===== config.mk =====
export PLATFORM = sky130hd
export DESIGN_NAME = fdt_node_extent_scanner
export DESIGN_NICKNAME = d
export VERILOG_FILES = /design/src/sv/fdt_nes_pkg.sv /design/src/sv/fdt_node_extent_scanner.sv /design/src/sv/fdt_nes_classify.sv /design/src/sv/fdt_nes_queue.sv /design/src/sv/fdt_nes_walker.sv
export VERILOG_INCLUDE_DIRS = /design/src /design/src/sv
export SDC_FILE = /design/constraint.sdc
export NUM_CORES = 1
export LEC_CHECK = 0
export BUFFER_PORTS_ARGS = -buffer_cell sky130_fd_sc_hd__buf_4
export CORE_ASPECT_RATIO = 1.1
export CORE_MARGIN = 5
export CORE_UTILIZATION = 50
export DETAILED_ROUTE_END_ITERATION = 7
export PLACE_DENSITY = 0.7
export RECOVER_POWER = 25
export SLEW_MARGIN = 20
export SYNTH_ARGS = -nofsm -noshare
export SYNTH_HDL_FRONTEND = slang
export SYNTH_HIERARCHICAL = 1
export SYNTH_SLANG_ARGS = --single-unit

===== constraint.sdc =====
create_clock -name clk -period 4.4 [get_ports clk]
set_clock_uncertainty 0.05 [all_clocks]
set_input_delay 0.22 -clock clk [delete_from_list [all_inputs] [get_ports clk]]
set_output_delay 0.22 -clock clk [all_outputs]
set_load 0.05 [all_outputs]

===== src/sv/fdt_node_extent_scanner_macros.svh =====
// Assertion macros used by the top-level RTL of the node extent scanner.
// Each macro expects clk and rst_n in scope.
`ifndef FDT_NODE_EXTENT_SCANNER_MACROS_SVH
`define FDT_NODE_EXTENT_SCANNER_MACROS_SVH

// Same-cycle implication.
`define FDT_ASSERT_NOW(label, ante, cons, msg) \
    label: assert property (@(posedge clk) disable iff (!rst_n) (ante) |-> (cons)) \
        else $error(msg);

// Next-cycle implication.
`define FDT_ASSERT_NEXT(label, ante, cons, msg) \
    label: assert property (@(posedge clk) disable iff (!rst_n) (ante) |=> (cons)) \
        else $error(msg);

`endif


===== src/sv/fdt_nes_pkg.sv =====
// ----------------------------------------------------------------------------
// fdt_nes_pkg
// Types and codes shared by the node extent scanner modules.
// ----------------------------------------------------------------------------
`timescale 1ns / 1ps
`default_nettype none

package fdt_nes_pkg;

    // structure-block tokens
    localparam logic [31:0] TOKEN_BEGIN_NODE = 32'd1;
    localparam logic [31:0] TOKEN_END_NODE   = 32'd2;
    localparam logic [31:0] TOKEN_PROP       = 32'd3;
    localparam logic [31:0] TOKEN_NOP        = 32'd4;

    // classified token codes
    localparam logic [2:0] TK_BEGIN    = 3'd0;
    localparam logic [2:0] TK_END_NODE = 3'd1;
    localparam logic [2:0] TK_PROP     = 3'd2;
    localparam logic [2:0] TK_NOP      = 3'd3;
    localparam logic [2:0] TK_BAD      = 3'd4;

    // result status codes
    localparam logic [1:0] ST_OK    = 2'd0;
    localparam logic [1:0] ST_BAD   = 2'd1;
    localparam logic [1:0] ST_TRUNC = 2'd2;
    localparam logic [1:0] ST_DEPTH = 2'd3;

    localparam int QUEUE_DEPTH = 4;

    typedef struct packed {
        logic [31:0] word;
        logic        start_req;
        logic        block_last;
    } item_t;

    typedef struct packed {
        logic [1:0]  status;
        logic [19:0] props_offset;
        logic [19:0] end_offset;
    } result_t;

    // one word after decoding by the front end
    typedef struct packed {
        logic        start;
        logic        last;
        logic [2:0]  tok;
        logic        zero_byte;
        logic        len_zero;
        logic [29:0] skip;
    } cls_t;

endpackage

`default_nettype wire


===== src/sv/fdt_node_extent_scanner.sv =====
// ----------------------------------------------------------------------------
// fdt_node_extent_scanner
// Walks a device-tree structure block and reports one node's extent.
// ----------------------------------------------------------------------------
// Usage:
//   item channel   : one structure word per word transfer (item_valid/item_stall),
//                    start_req on the BEGIN_NODE word of the node, block_last on
//                    the final word of the block.
//   result channel : one word per scan (result_valid/result_stall): status and,
//                    on success, the properties offset and the offset past the
//                    closing END_NODE, in words from the node start.
//   Throughput is one word per cycle while no held result is stalled: each word takes one pass of the walker.
//   The result register loads when the word that ends the scan leaves the queue;
//   scans that end on idle words give nothing.
//   Words sit in a four-entry decode queue; when the receiver stalls a held
//   result, the walker stops draining the queue and item_stall rises once
//   the queue is full.
//   Reset clears the queue, the walker (idle, waiting for start) and result_valid;
//   item_stall is high and no word is taken while rst_n is low.
// ----------------------------------------------------------------------------
`timescale 1ns / 1ps
`default_nettype none

`include "fdt_node_extent_scanner_macros.svh"

module fdt_node_extent_scanner
    import fdt_nes_pkg::*;
#(
    parameter int MAX_DEPTH   = 255,
    parameter int OFFSET_BITS = 20
)
(
    input  logic    clk,
    input  logic    rst_n,
    input  logic    item_valid,
    output logic    item_stall,
    input  item_t   item,
    output logic    result_valid,
    input  logic    result_stall,
    output result_t result
);

    cls_t cls;
    cls_t q_data;
    logic q_full;
    logic q_valid;
    logic pop;
    logic push;

    assign item_stall = q_full || !rst_n;
    assign push       = item_valid && !item_stall;

    fdt_nes_classify u_classify
    (
        .item (item),
        .cls  (cls)
    );

    fdt_nes_queue u_queue
    (
        .clk       (clk),
        .rst_n     (rst_n),
        .push      (push),
        .push_data (cls),
        .full      (q_full),
        .pop       (pop),
        .q_valid   (q_valid),
        .q_data    (q_data)
    );

    fdt_nes_walker #(
        .MAX_DEPTH   (MAX_DEPTH),
        .OFFSET_BITS (OFFSET_BITS)
    ) u_walker
    (
        .clk          (clk),
        .rst_n        (rst_n),
        .q_valid      (q_valid),
        .q_data       (q_data),
        .pop          (pop),
        .result_valid (result_valid),
        .result_stall (result_stall),
        .result       (result)
    );

    `FDT_ASSERT_NOW(a_pop_room, pop, !result_valid || !result_stall, "walker popped with result blocked")
    `FDT_ASSERT_NEXT(a_push_lands, push, q_valid, "accepted word missing from queue")
    `FDT_ASSERT_NOW(a_err_zero, result_valid && (result.status != ST_OK),
        (result.props_offset == 20'd0) && (result.end_offset == 20'd0),
        "error result with non-zero offsets")

endmodule

`default_nettype wire


===== src/sv/fdt_nes_classify.sv =====
// ----------------------------------------------------------------------------
// fdt_nes_classify
// Front-end decode of one structure word: token, zero byte, property skip.
// ----------------------------------------------------------------------------
`timescale 1ns / 1ps
`default_nettype none

module fdt_nes_classify
    import fdt_nes_pkg::*;
(
    input  item_t item,
    output cls_t  cls
);

    always_comb
    begin
        cls.start      = item.start_req;
        cls.last       = item.block_last;
        cls.zero_byte  = (item.word[31:24] == 8'd0) || (item.word[23:16] == 8'd0) ||
                         (item.word[15:8] == 8'd0) || (item.word[7:0] == 8'd0);
        cls.len_zero   = (item.word == 32'd0);
        // ceil(len/4) - 1: a part-filled last word already counts in len/4
        cls.skip       = item.word[31:2] - 30'(item.word[1:0] == 2'b00);
        case (item.word)
            TOKEN_BEGIN_NODE: cls.tok = TK_BEGIN;
            TOKEN_END_NODE:   cls.tok = TK_END_NODE;
            TOKEN_PROP:       cls.tok = TK_PROP;
            TOKEN_NOP:        cls.tok = TK_NOP;
            default:          cls.tok = TK_BAD;
        endcase
    end

endmodule

`default_nettype wire


===== src/sv/fdt_nes_queue.sv =====
// ----------------------------------------------------------------------------
// fdt_nes_queue
// Short register queue between the decode front end and the walker.
// ----------------------------------------------------------------------------
`timescale 1ns / 1ps
`default_nettype none

module fdt_nes_queue
    import fdt_nes_pkg::*;
(
    input  logic clk,
    input  logic rst_n,
    input  logic push,
    input  cls_t push_data,
    output logic full,
    input  logic pop,
    output logic q_valid,
    output cls_t q_data
);

    localparam int AW = $clog2(QUEUE_DEPTH);
    localparam int CW = $clog2(QUEUE_DEPTH + 1);

    cls_t          entry_reg [QUEUE_DEPTH];
    logic [AW-1:0] wr_ptr_reg, wr_ptr_next;
    logic [AW-1:0] rd_ptr_reg, rd_ptr_next;
    logic [CW-1:0] count_reg, count_next;

    assign full    = (count_reg == CW'(QUEUE_DEPTH));
    assign q_valid = (count_reg != '0);
    assign q_data  = entry_reg[rd_ptr_reg];

    always_comb
    begin
        wr_ptr_next = push ? AW'(wr_ptr_reg + 1'b1) : wr_ptr_reg;
        rd_ptr_next = pop ? AW'(rd_ptr_reg + 1'b1) : rd_ptr_reg;
        count_next  = count_reg;
        if (push && !pop)
        begin
            count_next = count_reg + 1'b1;
        end
        else if (pop && !push)
        begin
            count_next = count_reg - 1'b1;
        end
    end

    always_ff @(posedge clk or negedge rst_n)
    begin
        if (!rst_n)
        begin
            wr_ptr_reg <= '0;
            rd_ptr_reg <= '0;
            count_reg  <= '0;
        end
        else
        begin
            wr_ptr_reg <= wr_ptr_next;
            rd_ptr_reg <= rd_ptr_next;
            count_reg  <= count_next;
        end
    end

    always_ff @(posedge clk)
    begin
        if (push)
        begin
            entry_reg[wr_ptr_reg] <= push_data;
        end
    end

endmodule

`default_nettype wire


===== src/sv/fdt_nes_walker.sv =====
// ----------------------------------------------------------------------------
// fdt_nes_walker
// Back end: token walk with nesting depth, offsets and the result register.
// ----------------------------------------------------------------------------
`timescale 1ns / 1ps
`default_nettype none

module fdt_nes_walker
    import fdt_nes_pkg::*;
#(
    parameter int MAX_DEPTH   = 255,
    parameter int OFFSET_BITS = 20
)
(
    input  logic    clk,
    input  logic    rst_n,
    input  logic    q_valid,
    input  cls_t    q_data,
    output logic    pop,
    output logic    result_valid,
    input  logic    result_stall,
    output result_t result
);

    localparam int DW = $clog2(MAX_DEPTH + 1);

    localparam logic [2:0] PH_IDLE       = 3'd0;
    localparam logic [2:0] PH_NAME       = 3'd1;
    localparam logic [2:0] PH_TOKEN      = 3'd2;
    localparam logic [2:0] PH_PLEN       = 3'd3;
    localparam logic [2:0] PH_NOFF_EMPTY = 3'd4;
    localparam logic [2:0] PH_NOFF_DATA  = 3'd5;
    localparam logic [2:0] PH_DATA       = 3'd6;

    logic [2:0]             phase_reg, phase_next;
    logic [DW-1:0]          depth_reg, depth_next;
    logic [29:0]            skip_reg, skip_next;
    logic [OFFSET_BITS-1:0] pos_reg, pos_next;
    logic [OFFSET_BITS-1:0] props_reg, props_next;
    logic                   pend_reg, pend_next;
    logic                   out_valid_reg, out_valid_next;
    result_t                out_reg, out_next;

    logic                   fire;
    logic                   done;
    result_t                res;

    // a word leaves the queue only when the result register can take a result
    assign pop          = q_valid && (!out_valid_reg || !result_stall);
    assign result_valid = out_valid_reg;
    assign result       = out_reg;

    always_comb
    begin
        phase_next = phase_reg;
        depth_next = depth_reg;
        skip_next  = skip_reg;
        pos_next   = pos_reg;
        props_next = props_reg;
        pend_next  = pend_reg;
        done       = 1'b0;
        res        = '0;

        if (pop)
        begin
            if (q_data.start)
            begin
                pos_next   = '0;
                props_next = '0;
                skip_next  = '0;
                if (q_data.tok != TK_BEGIN)
                begin
                    depth_next = '0;
                    pend_next  = 1'b0;
                    done       = 1'b1;
                    res.status = ST_BAD;
                end
                else
                begin
                    depth_next = DW'(1);
                    pend_next  = 1'b1;
                    phase_next = PH_NAME;
                    if (q_data.last)
                    begin
                        done       = 1'b1;
                        res.status = ST_TRUNC;
                    end
                end
            end
            else if (phase_reg != PH_IDLE)
            begin
                pos_next = OFFSET_BITS'(pos_reg + 1'b1);
                case (phase_reg)
                    PH_NAME:
                    begin
                        if (q_data.zero_byte)
                        begin
                            if (pend_reg)
                            begin
                                props_next = OFFSET_BITS'(pos_next + 1'b1);
                                pend_next  = 1'b0;
                            end
                            phase_next = PH_TOKEN;
                        end
                    end
                    PH_TOKEN:
                    begin
                        case (q_data.tok)
                            TK_BEGIN:
                            begin
                                if (depth_reg >= DW'(MAX_DEPTH))
                                begin
                                    done       = 1'b1;
                                    res.status = ST_DEPTH;
                                end
                                else
                                begin
                                    depth_next = depth_reg + 1'b1;
                                    phase_next = PH_NAME;
                                end
                            end
                            TK_END_NODE:
                            begin
                                if (depth_reg <= DW'(1))
                                begin
                                    depth_next       = '0;
                                    done             = 1'b1;
                                    res.status       = ST_OK;
                                    res.props_offset = 20'(props_reg);
                                    res.end_offset   = 20'(OFFSET_BITS'(pos_next + 1'b1));
                                end
                                else
                                begin
                                    depth_next = depth_reg - 1'b1;
                                end
                            end
                            TK_PROP:
                            begin
                                phase_next = PH_PLEN;
                            end
                            TK_NOP:
                            begin
                            end
                            default:
                            begin
                                done       = 1'b1;
                                res.status = ST_BAD;
                            end
                        endcase
                    end
                    PH_PLEN:
                    begin
                        if (q_data.len_zero)
                        begin
                            phase_next = PH_NOFF_EMPTY;
                        end
                        else
                        begin
                            skip_next  = q_data.skip;
                            phase_next = PH_NOFF_DATA;
                        end
                    end
                    PH_NOFF_EMPTY:
                    begin
                        phase_next = PH_TOKEN;
                    end
                    PH_NOFF_DATA:
                    begin
                        phase_next = PH_DATA;
                    end
                    default:
                    begin
                        if (skip_reg == '0)
                        begin
                            phase_next = PH_TOKEN;
                        end
                        else
                        begin
                            skip_next = skip_reg - 1'b1;
                        end
                    end
                endcase
                if (!done && q_data.last)
                begin
                    done       = 1'b1;
                    res.status = ST_TRUNC;
                end
            end
            if (done)
            begin
                phase_next = PH_IDLE;
            end
        end
    end

    assign fire = pop && done;

    always_comb
    begin
        out_valid_next = out_valid_reg;
        out_next       = out_reg;
        if (fire)
        begin
            out_valid_next = 1'b1;
            out_next       = res;
        end
        else if (!result_stall)
        begin
            out_valid_next = 1'b0;
        end
    end

    always_ff @(posedge clk or negedge rst_n)
    begin
        if (!rst_n)
        begin
            phase_reg     <= PH_IDLE;
            depth_reg     <= '0;
            skip_reg      <= '0;
            pos_reg       <= '0;
            props_reg     <= '0;
            pend_reg      <= 1'b0;
            out_valid_reg <= 1'b0;
        end
        else
        begin
            phase_reg     <= phase_next;
            depth_reg     <= depth_next;
            skip_reg      <= skip_next;
            pos_reg       <= pos_next;
            props_reg     <= props_next;
            pend_reg      <= pend_next;
            out_valid_reg <= out_valid_next;
        end
    end

    always_ff @(posedge clk)
    begin
        out_reg <= out_next;
    end

endmodule

`default_nettype wire


# Word-level counts from Yosys, hierarchy flattened
# Memory sizes are Yosys's and may differ from the RTL's.
# Cells that the tools add are included.
totals:
  register_bits: 132
  ramBits: 148
  input_bits: 38
  output_inout_bits: 44
  elab_cells: 165
  mem_count: 1
op_classes:
  add_sub_neg: 10
  n_lt_le_gt_ge: 2
  eq_ne: 22
  muxes: 65
  bitwise: 5
  n_reduce_logical: 47
memory_table:
  columns: ["memory", "words", "word_bits", "read_ports", "rd_clocked_by_memory_dff", "write_ports", "line", "rtl"]
  rows:
  - ["u_queue.entry_reg", 4, 37, 1, 0, 1, "fdt_nes_queue.sv:24", "cls_t entry_reg [QUEUE_DEPTH];"]
op_table:
  columns: ["operator", "count"]
  rows:
  - ["20-bit 2-to-1 mux", 7]
  - ["30-bit 2-to-1 mux", 4]
  - ["42-bit 2-to-1 mux", 2]
  - ["40-bit 2-to-1 mux", 2]
  - ["32-bit by 2-bit equality test with 1-bit output (second input constant)", 2]
  - ["30-bit case mux with 2 select lines", 1]
  - ["20-bit by 1-bit adder with 20-bit output (second input constant)", 2]
  - ["8-bit 2-to-1 mux", 5]
  - ["32-bit by 1-bit equality test with 1-bit output (second input constant)", 1]
  - ["32-bit by 3-bit equality test with 1-bit output (second input constant)", 1]
  - ["32-bit zero test", 1]
  - ["8-bit zero test", 4]
  - ["30-bit zero test", 1]
  - ["30-bit by 1-bit subtractor with 30-bit output", 1]
  - ["30-bit by 1-bit subtractor with 30-bit output (second input constant)", 1]
  - ["3-bit 2-to-1 mux", 9]
  - ["1-bit 2-to-1 mux", 24]
  - ["8-bit case mux with 2 select lines", 1]
  - ["3-bit case mux with 5 select lines", 1]
  - ["5-bit AND reduction", 3]
  - ["3-bit nonzero test", 5]
  - ["3-bit by 2-bit equality test with 1-bit output (second input constant)", 4]
  - ["3-bit != test (second input constant)", 4]
  - ["3-bit case mux with 4 select lines", 1]
  - ["31 further kinds", 64]

# Logic depth before layout (Yosys ltp)
# Gate-level depths: netlist of run 1.
# An unclocked memory read counts as a cell.
depth:
  ltp_word: 17
  depth_mapped: 11
  depth_no_buf: 10

# By module
# Netlist of run 1, hierarchy kept.
modules_own_cells:
  columns: ["mod", "n_inst", "cells_each", "area_per_inst_um2", "seq_area_each_um2"]
  rows:
  - ["fdt_nes_walker", 1, 791, 7210.7, 3338.2]
  - ["fdt_nes_queue", 1, 227, 5725.5, 4619.4]
  - ["fdt_nes_classify", 1, 108, 695.7, 0.0]
  - ["fdt_node_extent_scanner", 1, 2, 15.0, 0.0]

# Worst setup path before layout of run 1
# OpenSTA, ideal clock, no wires.
synth_timing:
  kind: "register to register"
  startpoint: "register u_queue.rd_ptr_reg[0]"
  endpoint: "register u_walker.out_reg (netlist bit u_walker/result[0]), enable pin"
  setup_time_ns: 0.441
  arrival_ns: 4.003
  t_required_ns: 3.909
  path_slack_ns: -0.095
  stages_incl_launch_ff: 8
  path_buffers: 1
  synth_period_minus_slack_ns: 4.495
  path_cell_list: "dfrtp_1 buf_6 mux4_2 nor3b_1 and4b_1 o31ai_1 a211o_1 nor2_1"
synth_lines:
  columns: ["item", "line", "rtl"]
  rows:
  - ["start, declared", "fdt_nes_queue.sv:26", "logic [AW-1:0] rd_ptr_reg, rd_ptr_next;"]
  - ["start signal, assigned", "fdt_nes_queue.sv:59", "rd_ptr_reg <= rd_ptr_next;"]
  - ["end signal, assigned", "fdt_nes_walker.sv:239", "out_reg <= out_next;"]
  - ["end, declared", "fdt_nes_walker.sv:42", "result_t out_reg, out_next;"]

# Final worst setup path of run 1
layout_timing:
  startpoint: "input rst_n"
  endpoint: "output item_stall"
layout_between:
  elab_chain_cells: 2
layout_rtl:
  columns: ["item", "line", "rtl"]
  rows:
  - ["start, declared", "fdt_node_extent_scanner.sv:34", "input logic rst_n,"]
  - ["1-bit zero test (no source line)", null, null]
  - ["1-bit logical OR", "fdt_node_extent_scanner.sv:50", "assign item_stall = q_full || !rst_n;"]
  - ["end, declared", "fdt_node_extent_scanner.sv:36", "output logic item_stall,"]
# Every way passes these cells.

==> results.md, run 1 <==
* Switching power at 0.00400 W
* Clk_lat worst skew at 0.54 ns
* Reg power frac at 37.4%
* IO Port Bufs at 81
* R2R cell count at 7
* Netlist cell types at 83
* RSZ-0062 raised after global routing: no
* Routed met1 length at 12,600 µm
* Sequential element share of the synthesized area at 58.3%
* Congestion Overflow GR at 0
* Outcome: complete, but fails checks
* DR pass1 iterations at 5
* Post-route ant nets at 0
* R2r setup slk at 0.82 ns
* Cts hold-fix bufs at 11
* Pin count of the biggest net entering global routing at 50
* Met3 routed WL at 1610 µm
* DR vias/cell at 5.86
* Area grow syn2layout at 13.3%
* P_leak at 5.47 nW
* Initial antenna violation count at 0
* Vias at 9,269
* Logic pwr share at 37.4%
* Critical path arrival at 3.33 ns
* Crit. End Element: output port
* Internal at 0.00617 W
* Final std cells w/o fill at 1,582
* Post-synth top flop: edfxtp_1
* Core box area at 0.0270 mm²
* Syn nets at 1,180
* Worst Setup Start Kind: input port
* Total GRT Usage at 19.0%
* Post-DP HPWL at 20,000 µm
* Share of cells above drive strength 1 at 13.4%
* #FFs+latches synth at 280
* WL per Instance at 18.8 µm
* Die width at 168 µm
* Post-CTS Resized at 0
* Routability cong. at 0.881
* Peak supply drop at 0.429 mV
* First-pass GRT wire length at 48,200 µm
* Synth Cell Area at 0.0136 mm²
* Clock root buffer: clkbuf_16
* Most frequent cells in the layout: edfxtp_1, o21ai_0, dfrtp_1
* Ys Warns at 6
* Highest routed layer: met4
* Clock Sink Count at 280
* Overall routed net length at 29,700 µm
* PD cells at 658 mW/mm²
* Setup-failing EPs final at 0
* Worst min-delay path class: input port to register
* WP data required at 4.13 ns
* Max reg flops at 148
* Hold depth at 2
* Number of global-route vias before repair at 9,264
* Max-cap viol count at 1
* Met2 wire length at 15,000 µm
* Worst-Margin Slew at 2.76 ns
* Peak fanout along the critical path at 46
* Crit Path Class: input port to output port
* Worst-path clk slew at 0.06 ns
* Post-Place Cells at 1,518
* Net count, final at 1,254
* Commonest non-fill, non-tap cell in the layout: edfxtp_1
* Tmin final at 3.60 ns
* Initial DRC count at 655
* Post-Synthesis Cells at 1,128
* R2R Path End: u_walker/result[12]
* Net Sw Frac at 39.3%
* Post-synth EDFFs at 190
* H-tree levels at 1
* Slew Viols, Final at 47
* Die area at 0.0307 mm²
* Worst Min Path Start: item[28]
* Row cnt at 63
* Max-slew headroom at -83.8%
* Setup TNS at 0 ns
* Fin crit share at 81.8%
* Die Ht at 183 µm
* DRC at 0
* Final hold violations at 0
* Async SR Flop Fraction at 32.1%
* Maximum clock rate at 278 MHz
* RR Startpoint: u_queue/rd_ptr_reg[0]
* CTS Buf Count at 28
* CTS tree: done
* Failing checks: max-capacitance violations, max-slew violations
* IO Count at 82
* Initial core utilization at 50.6%
* Clock power share at 25.2%
* Hold worst-path end: u_queue/entry_reg[0][24]
* Deepest clock path buffer count at 3
* Syn avg cell area at 12.1 µm²
* Post-CTS Setup Inserts at 0
[per-layer routing]
layer  track usage (%)  vias to the layer above
li1                  -                     4437
met1              24.5                     4495
met3              2.87                       41
met4              4.81                        0
met2              34.0                      296
met5                 0                        -
[logic make-up after synthesis]
logic type | synth area share (%)
simple gates | 16.1
flops | 58.3
compound gates | 11.2
buf+inv | 3.07
xor+xnor | 3.79
mux | 6.26
fa+ha+maj | 1.34
[Yosys cell counts, drive strengths merged (4+ instances only)]
cell type	number	area, µm²
a21boi	6	45.1
a21o	4	30.0
a21oi	45	225
a22o	13	114
a22oi	8	60.1
a31oi	11	68.8
and2	34	213
and3	14	87.6
and4	5	43.8
and4b	4	40.0
buf	24	165
clkbuf	36	138
dfrtp	90	2250
edfxtp	190	5710
ha	13	163
inv	31	116
mux4	37	833
nand2	83	312
nand2b	10	62.6
nand3	22	115
nand4	16	106
nor2	75	282
nor3	52	272
nor3b	5	37.5
nor4	29	209
o21ai	95	475
o22ai	6	43.8
o2bb2ai	5	43.8
o311ai	4	42.6
o31ai	15	113
or2	6	37.5
or3	22	139
or4	9	86.3
xnor2	40	350
xor2	19	166
[worst max-delay path by stage]
stage	cells past startpoint	endpoint	from
floorplan	7	u_walker/result[0]	u_queue/rd_ptr_reg[0]
global placement	7	u_walker/result[16]	u_queue/rd_ptr_reg[0]
detailed placement	7	u_walker/result[14]	u_queue/rd_ptr_reg[0]
CTS	7	u_walker/result[17]	u_queue/rd_ptr_reg[0]
global route	5	item_stall	rst_n
finish	5	item_stall	rst_n
[critical path: stages]
cell and delay [ns]:
dlygate4sd3_1 0.54, buf_4 0.16, clkbuf_1 1.95, nand2b_1 0.13
buf_4 0.30
[power groups by stage]
stage	Clock [W]	Sequential, W	Combinational [W]
after floorplan	0	0.00446	0.00228
after global placement	0	0.00384	0.00392
after detailed placement	0	0.00386	0.00398
after CTS	0.00262	0.00381	0.00400
after global routing	0.00274	0.00388	0.00412
final	0.00257	0.00380	0.00380
[layout make-up]
| class | count | area, µm² |
|---|---|---|
| Antenna cell | 1 | 2.50 |
| Clock inverter | 16 | 230 |
| Multi-Input combinational cell | 757 | 5290 |
| Timing Repair Buffer | 104 | 632 |
| Sequential cell | 280 | 7960 |
| Inverter | 31 | 116 |
| Clock buffer | 36 | 783 |
| Tap cell | 357 | 447 |
| Fill cell | 2180 | 11500 |
[through the flow]
stage	total power (W)	worst slack, ns	instance area, µm²	hold slack (ns)	util (%)
finish	0.0102	0.799	15500	0.0203	57.3
global route	0.0107	0.308	15500	0.0125	57.3
CTS	0.0104	0.772	15600	0.00119	58.0
detailed placement	0.00784	0.794	14500	0.378	53.8
global placement	0.00776	0.852	14500	0.374	53.8
floorplan	0.00675	0.604	13600	-0.126	-
Note: power is estimated with default switching activity, not from simulation.
==> run 2: changes to the inputs <==
Settings changed: ABC_AREA set to 1.
Clock period 4.4 ns to 3.3 ns, I/O delays scaled along.
==> run 2 against run 1 <==
Compared with the run above:
- the run now ends clean
- hold slack got worse by 0.0098 ns
- sequential power grew 35%
- non-clock buffer count up 23
- synthesized cell count grew 46%
- via count grew 21%
- critical path depth grew 7
==> results.md, run 2 <==
* Die area at 0.0332 mm²
* Tmin final at 2.75 ns
* Core box area at 0.0294 mm²
* Crit path to: u_walker/result[18]
* Overall routed net length at 33,500 µm
* Routability cong. at 0.921
* Post-synth top area share at 38.5%
* Async SR Flop Fraction at 32.1%
* Ys Warns at 6
* Worst Min Path Start: item[20]
* Clock root buffer: clkbuf_16
* Max reg flops at 148
* Post-synth top cells: nand2_1, inv_1, nor2_1, edfxtp_1, dfrtp_1
* Top cells by area, synth: edfxtp_1, dfrtp_1, nand2_1
* Net count, final at 1,803
* R2R Path End: u_walker/result[18]
* Post-synth top flop: edfxtp_1
* Syn avg cell area at 9.00 µm²
* Area grow syn2layout at 12.9%
* RR Startpoint: u_walker/pos_reg[0]
* Post-route ant nets at 0
* Die Ht at 191 µm
* Post-synth EDFFs at 190
* Worst Setup Start Kind: register
* Worst min-delay path class: input port to register
* Pin count of the biggest net entering global routing at 103
* Commonest non-fill, non-tap cell in the layout: nand2_1
* Final hold violations at 0
* Initial antenna violation count at 0
* Clock Sink Count at 280
* Cell taking the most area after synthesis: edfxtp_1
* Max-cap viol count at 0
* Post-DP HPWL at 23,700 µm
* RSZ-0062 raised after global routing: no
* Initial core utilization at 50.4%
* Reg area at 0.00796 mm²
* Filler Cell Count at 2,608
* Netlist cell types at 50
* DR pass1 iterations at 5
* H-tree levels at 1
* Congestion Overflow GR at 0
* Total Power at 0.0145 W
* DR vias/cell at 5.22
* Fin crit share at 83.2%
* Sequential element share of the synthesized area at 53.7%
* IO Port Bufs at 81
* Antenna Cells at 0
* DRC at 0
* Synth Cell Area at 0.0148 mm²
* Most frequent cells in the layout: nand2_1, inv_1, nor2_1
* Share of cells above drive strength 1 at 10.4%
* Deepest clock path buffer count at 3
* Setup-failing EPs final at 0
* First-pass GRT wire length at 55,500 µm
* WL per Instance at 15.6 µm
* Maximum clock rate at 364 MHz
* Syn nets at 1,699
* Outcome: complete, no violations
* Crit. End Element: register
* Post-Synthesis Cells at 1,647
* Worst-Margin Slew at 0.953 ns
* Peak supply drop at 0.440 mV
* Initial DRC count at 814
* Die width at 174 µm
* CTS Buf Count at 29
* Peak fanout along the critical path at 10
* R2R cell count at 12
* Worst-path clk slew at 0.06 ns
* Most numerous cell in the Yosys netlist: nand2_1
* PD cells at 868 mW/mm²
* Critical path arrival at 2.99 ns
* IO Count at 82
* Vias at 11,206
* P_leak at 6.96 nW
* Crit path launch: u_walker/pos_reg[0]
* Multi-input gate area at 0.00560 mm²
* Crit Path Class: register to register
* #FFs+latches synth at 280
* Setup TNS at 0 ns
* Total GRT Usage at 20.3%
* Slew Viols, Final at 0
* Post-CTS Setup Inserts at 0
* Number of global-route vias before repair at 10,972
* Row cnt at 66
* R2r setup slk at 0.55 ns
* WP data required at 3.54 ns
* Clk_lat worst skew at 0.55 ns
* CTS tree: done
* Max-slew headroom at 36.5%
run 2: cell types whose count changed in the layout (fill, tap and decap cells not counted), sizes merged, moves of 27 or more:
cell	before	now
and2	34	2
inv	33	240
a21oi	45	17
nand2	83	407
mux4	37	0
o211ai	3	76
nand3	22	64
nor4	29	2
nor3	52	18
nor2	75	233
run 2: cell type report:
class                   instances  area share (%)
clock buffers                  41            4.97
repair buffers                127            4.95
inverters                     238            5.34
multi-input cells            1075            33.5
clock inverters                13           0.890
well taps                     374            2.80
flip-flops and latches        280            47.6
run 2: worst max-delay path, stage by stage (launching register included):
cell and delay [ns]:
dfrtp_1 0.58, ha_1 0.44, nand2_2 0.16, nor2_4 0.18
nand3_1 0.10, nand2_1 0.08, nand2_1 0.11, nor2_1 0.22
nand4_2 0.17, nor2_2 0.16, nand3b_1 0.11, nand2_1 0.09
nor2_2 0.03
run 2: cell families (layout without fill, tap and decap cells):
kind of cell	count (synthesis)	in the layout	synth area share, %
simple gates	774	774	23.1
buf+inv	292	419	8.28
flops	280	280	53.7
fa+ha+maj	14	14	1.23
compound gates	228	228	9.91
mux	7	7	0.473
xor+xnor	52	52	3.33
run 2: metrics by stage:
step	utilization, %	instances	instance area (µm²)	hold WS (ns)	setup WS, ns
detailed placement	53.5	2069	15700	0.233	0.546
floorplan	-	1647	14800	-0.181	0.242
CTS	57.7	2148	17000	0.00536	0.538
global route	56.9	2148	16700	0.0197	0.209
finish	56.9	2148	16700	0.0105	0.555
global placement	53.5	2069	15700	0.228	0.569
run 2: how the worst min path moves through the flow:
stage	slack [ns]	depth (start not counted)	end
4_1_cts	0.005	2	u_queue/entry_reg[2][16]
5_1_grt	0.02	2	u_queue/entry_reg[3][16]
3_3_place_gp	0.23	2	u_walker/skip_reg[7]
6_report	0.01	2	u_queue/entry_reg[3][16]
2_1_floorplan	-0.18	0	u_queue/count_reg[0]
3_5_place_dp	0.23	2	u_walker/skip_reg[7]
run 2: timing repair:
action | in CTS | in global routing
setup endpoints to repair | 0 | 0
gates resized for setup | 0 | 0
hold buffers | 25 | 0
hold endpoints to repair | 123 | 0
run 2: per-layer routing:
layer	routed length, µm	global-route usage (%)	up-vias
li1	-	-	5644
met1	14600	26.0	5244
met2	16600	36.3	262
met3	1480	2.60	56
met4	869	5.82	0
met5	0	0	-
run 2: power by group:
group | switching [W] | internal, W | leakage [nW]
sequential | 0.000448 | 0.00469 | 2.98
combinational | 0.00445 | 0.00162 | 3.49
clock | 0.00133 | 0.00199 | 0.483
==> run 3: changes to the inputs <==
Clock period 3.3 ns to 2.2 ns, I/O delays scaled along.
==> run 3 against run 2 <==
Compared with the run above:
- the run now ends with negative setup slack left
- largest cell class unchanged
- critical endpoint is now u_walker/props_reg[12]
- global-route usage up 1.6 points
- largest power group unchanged
- register-to-register slack worse by 0.79 ns
- design area up 14%
- highest routed layer unchanged
==> results.md, run 3 (synthesis gave the netlist of run 2 again) <==
* Fin crit share at 111%
* Clock Sink Count at 280
* Internal at 0.0144 W
* Setup TNS at -14.18 ns
* Vias at 12,178
* RR Startpoint: u_queue/rd_ptr_reg[0]
* Initial DRC count at 982
* Die Ht at 191 µm
* H-tree levels at 1
* PD cells at 1320 mW/mm²
* Maximum clock rate at 411 MHz
* Overall routed net length at 39,200 µm
* Critical path, cell by cell: buf_4 > buf_4 > o211ai_1 > nand2_2 > buf_4 > or2_4 > o21ai_2 > nor2_1 > o21ai_2 > buf_4 > inv_2 > buf_6 > o22ai_2
* Initial core utilization at 50.4%
* P_leak at 7.93 nW
* R2R Path End: u_walker/props_reg[12]
* Hold worst-path end: u_queue/entry_reg[2][30]
* WP data required at 2.60 ns
* Outcome: complete, but fails checks
* Worst-path clk slew at 0.06 ns
* CTS Buf Count at 28
* Net Sw Frac at 42.7%
* Worst Setup Start Kind: register
* Failing checks: negative setup slack
* DR pass1 iterations at 5
* Crit path top cell by count: buf_4
* Antenna Cells at 0
* Slowest stage cell, crit path: dfrtp_4
* IO Count at 82
* Max-slew headroom at 39.0%
* Area grow syn2layout at 28.5%
* Share of cells above drive strength 1 at 24.5%
* Initial antenna violation count at 0
* Reg area at 0.00797 mm²
* Commonest non-fill, non-tap cell in the layout: nand2_1
* Total GRT Usage at 21.9%
* Logic pwr share at 51.3%
* R2R cell count at 13
* Net count, final at 1,966
* CTS tree: done
* Multi-input gate area at 0.00627 mm²
* Number of global-route vias before repair at 11,756
* Slew Viols, Final at 0
* Final hold violations at 0
* Filler Cell Count at 2,330
* Peak supply drop at 0.695 mV
* Post-DP HPWL at 25,300 µm
* DR vias/cell at 5.27
* Peak fanout along the critical path at 7
* Max-cap viol count at 0
* Congestion Overflow GR at 0
* Most frequent cells in the layout: nand2_1, inv_1, edfxtp_1
* Row cnt at 66
* Pin count of the biggest net entering global routing at 67
* Final setup margin at -0.236 ns
* Post-route ant nets at 0
* DRC at 0
* Core box area at 0.0294 mm²
* Clock power share at 18.7%
* WL per Instance at 17.0 µm
* Max incr delay on CP at 0.51 ns
* Crit Path Class: register to register
* RSZ-0062 raised after global routing: yes
* Crit. End Element: register
* IO Port Bufs at 81
* Place WS at -0.184 ns
* Deepest clock path buffer count at 3
* Worst Min Path Start: item[4]
* Worst min-delay path class: input port to register
* Routability cong. at 0.921
* Reg power frac at 30.0%
* Hold depth at 4
* R2r setup slk at -0.24 ns
* Clk_lat worst skew at 0.55 ns
* Clock root buffer: clkbuf_16
* Switching power at 0.0108 W
* First-pass GRT wire length at 59,100 µm
* Die area at 0.0332 mm²
* Worst-Margin Slew at 0.915 ns
* Max reg flops at 148
* Setup-failing EPs final at 113
* Die width at 174 µm
* Tmin final at 2.44 ns
* Critical path arrival at 2.84 ns
-- run 3: changes by cell type in the layout (fill, tap and decap cells not counted), sizes merged --
| cell | delta |
|---|---|
| inv | -8 |
| dlygate4sd3 | +8 |
| bufinv | -2 |
| buf | +151 |
| clkbuf | +7 |
| clkinvlp | +6 |
-- run 3: power groups by stage --
stage               clock network [W]  logic [W]  registers, W
finish                        0.00471     0.0129       0.00757
global route                  0.00500     0.0140       0.00769
CTS                           0.00479     0.0117       0.00755
detailed placement                  0     0.0110       0.00768
global placement                    0     0.0108       0.00764
floorplan                           0    0.00590       0.00904
-- run 3: final cells by class --
| type | instances | area share, % |
|---|---|---|
| Timing Repair Buffer | 291 | 13.1 |
| Tap cell | 374 | 2.46 |
| Sequential cell | 280 | 41.9 |
| Clock inverter | 9 | 0.394 |
| Multi-Input combinational cell | 1075 | 33.0 |
| Inverter | 238 | 4.86 |
| Clock buffer | 43 | 4.41 |
-- run 3: worst max-delay path by stage --
stage,start,endpoint,cells past startpoint
after global routing,u_queue/rd_ptr_reg[0],u_walker/props_reg[12],13
after global placement,u_queue/rd_ptr_reg[0],u_walker/result[0],12
after floorplan,u_queue/rd_ptr_reg[0],u_walker/result[0],14
final,u_queue/rd_ptr_reg[0],u_walker/props_reg[12],13
after detailed placement,u_queue/rd_ptr_reg[0],u_walker/result[0],12
after CTS,u_queue/rd_ptr_reg[0],u_walker/result[29],13
-- run 3: what timing repair did --
item | CTS | global route
gates resized for setup | 75 | 138
endpoints found under the hold margin | 154 | 0
endpoints found under the setup margin | 88 | 162
hold buffers | 33 | 0
cloned | 5 | 9
pin swaps | 20 | 29
buffers inserted | 20 | 17
-- run 3: critical path: cells and delay by family (launching register included) --
family | cells | cell delay [ns]
compound gates | 4 | 0.55
buf+inv | 6 | 0.80
flops | 1 | 0.51
simple gates | 3 | 0.43
-- run 3: stage by stage --
step / power [W] / hold slack (ns) / utilization [%] / cell area [µm²] / cells
after global routing: 0.0267 / 0.105 / 64.8 / 19000 / 2310
after detailed placement: 0.0187 / 0.152 / 56.9 / 16700 / 2178
after global placement: 0.0185 / 0.145 / 56.9 / 16700 / 2178
after floorplan: 0.0149 / -0.236 / - / 14900 / 1647
final: 0.0252 / 0.0827 / 64.8 / 19000 / 2310
after CTS: 0.0241 / 0.0613 / 62.9 / 18500 / 2287
-- run 3: per-layer routing --
| metal | vias up | track usage [%] | wire (µm) |
|---|---|---|---|
| li1 | 5974 | - | - |
| met1 | 5737 | 27.0 | 15800 |
| met2 | 351 | 39.4 | 19900 |
| met3 | 116 | 2.56 | 1750 |
| met4 | 0 | 8.29 | 1820 |
| met5 | - | 0 | 0 |
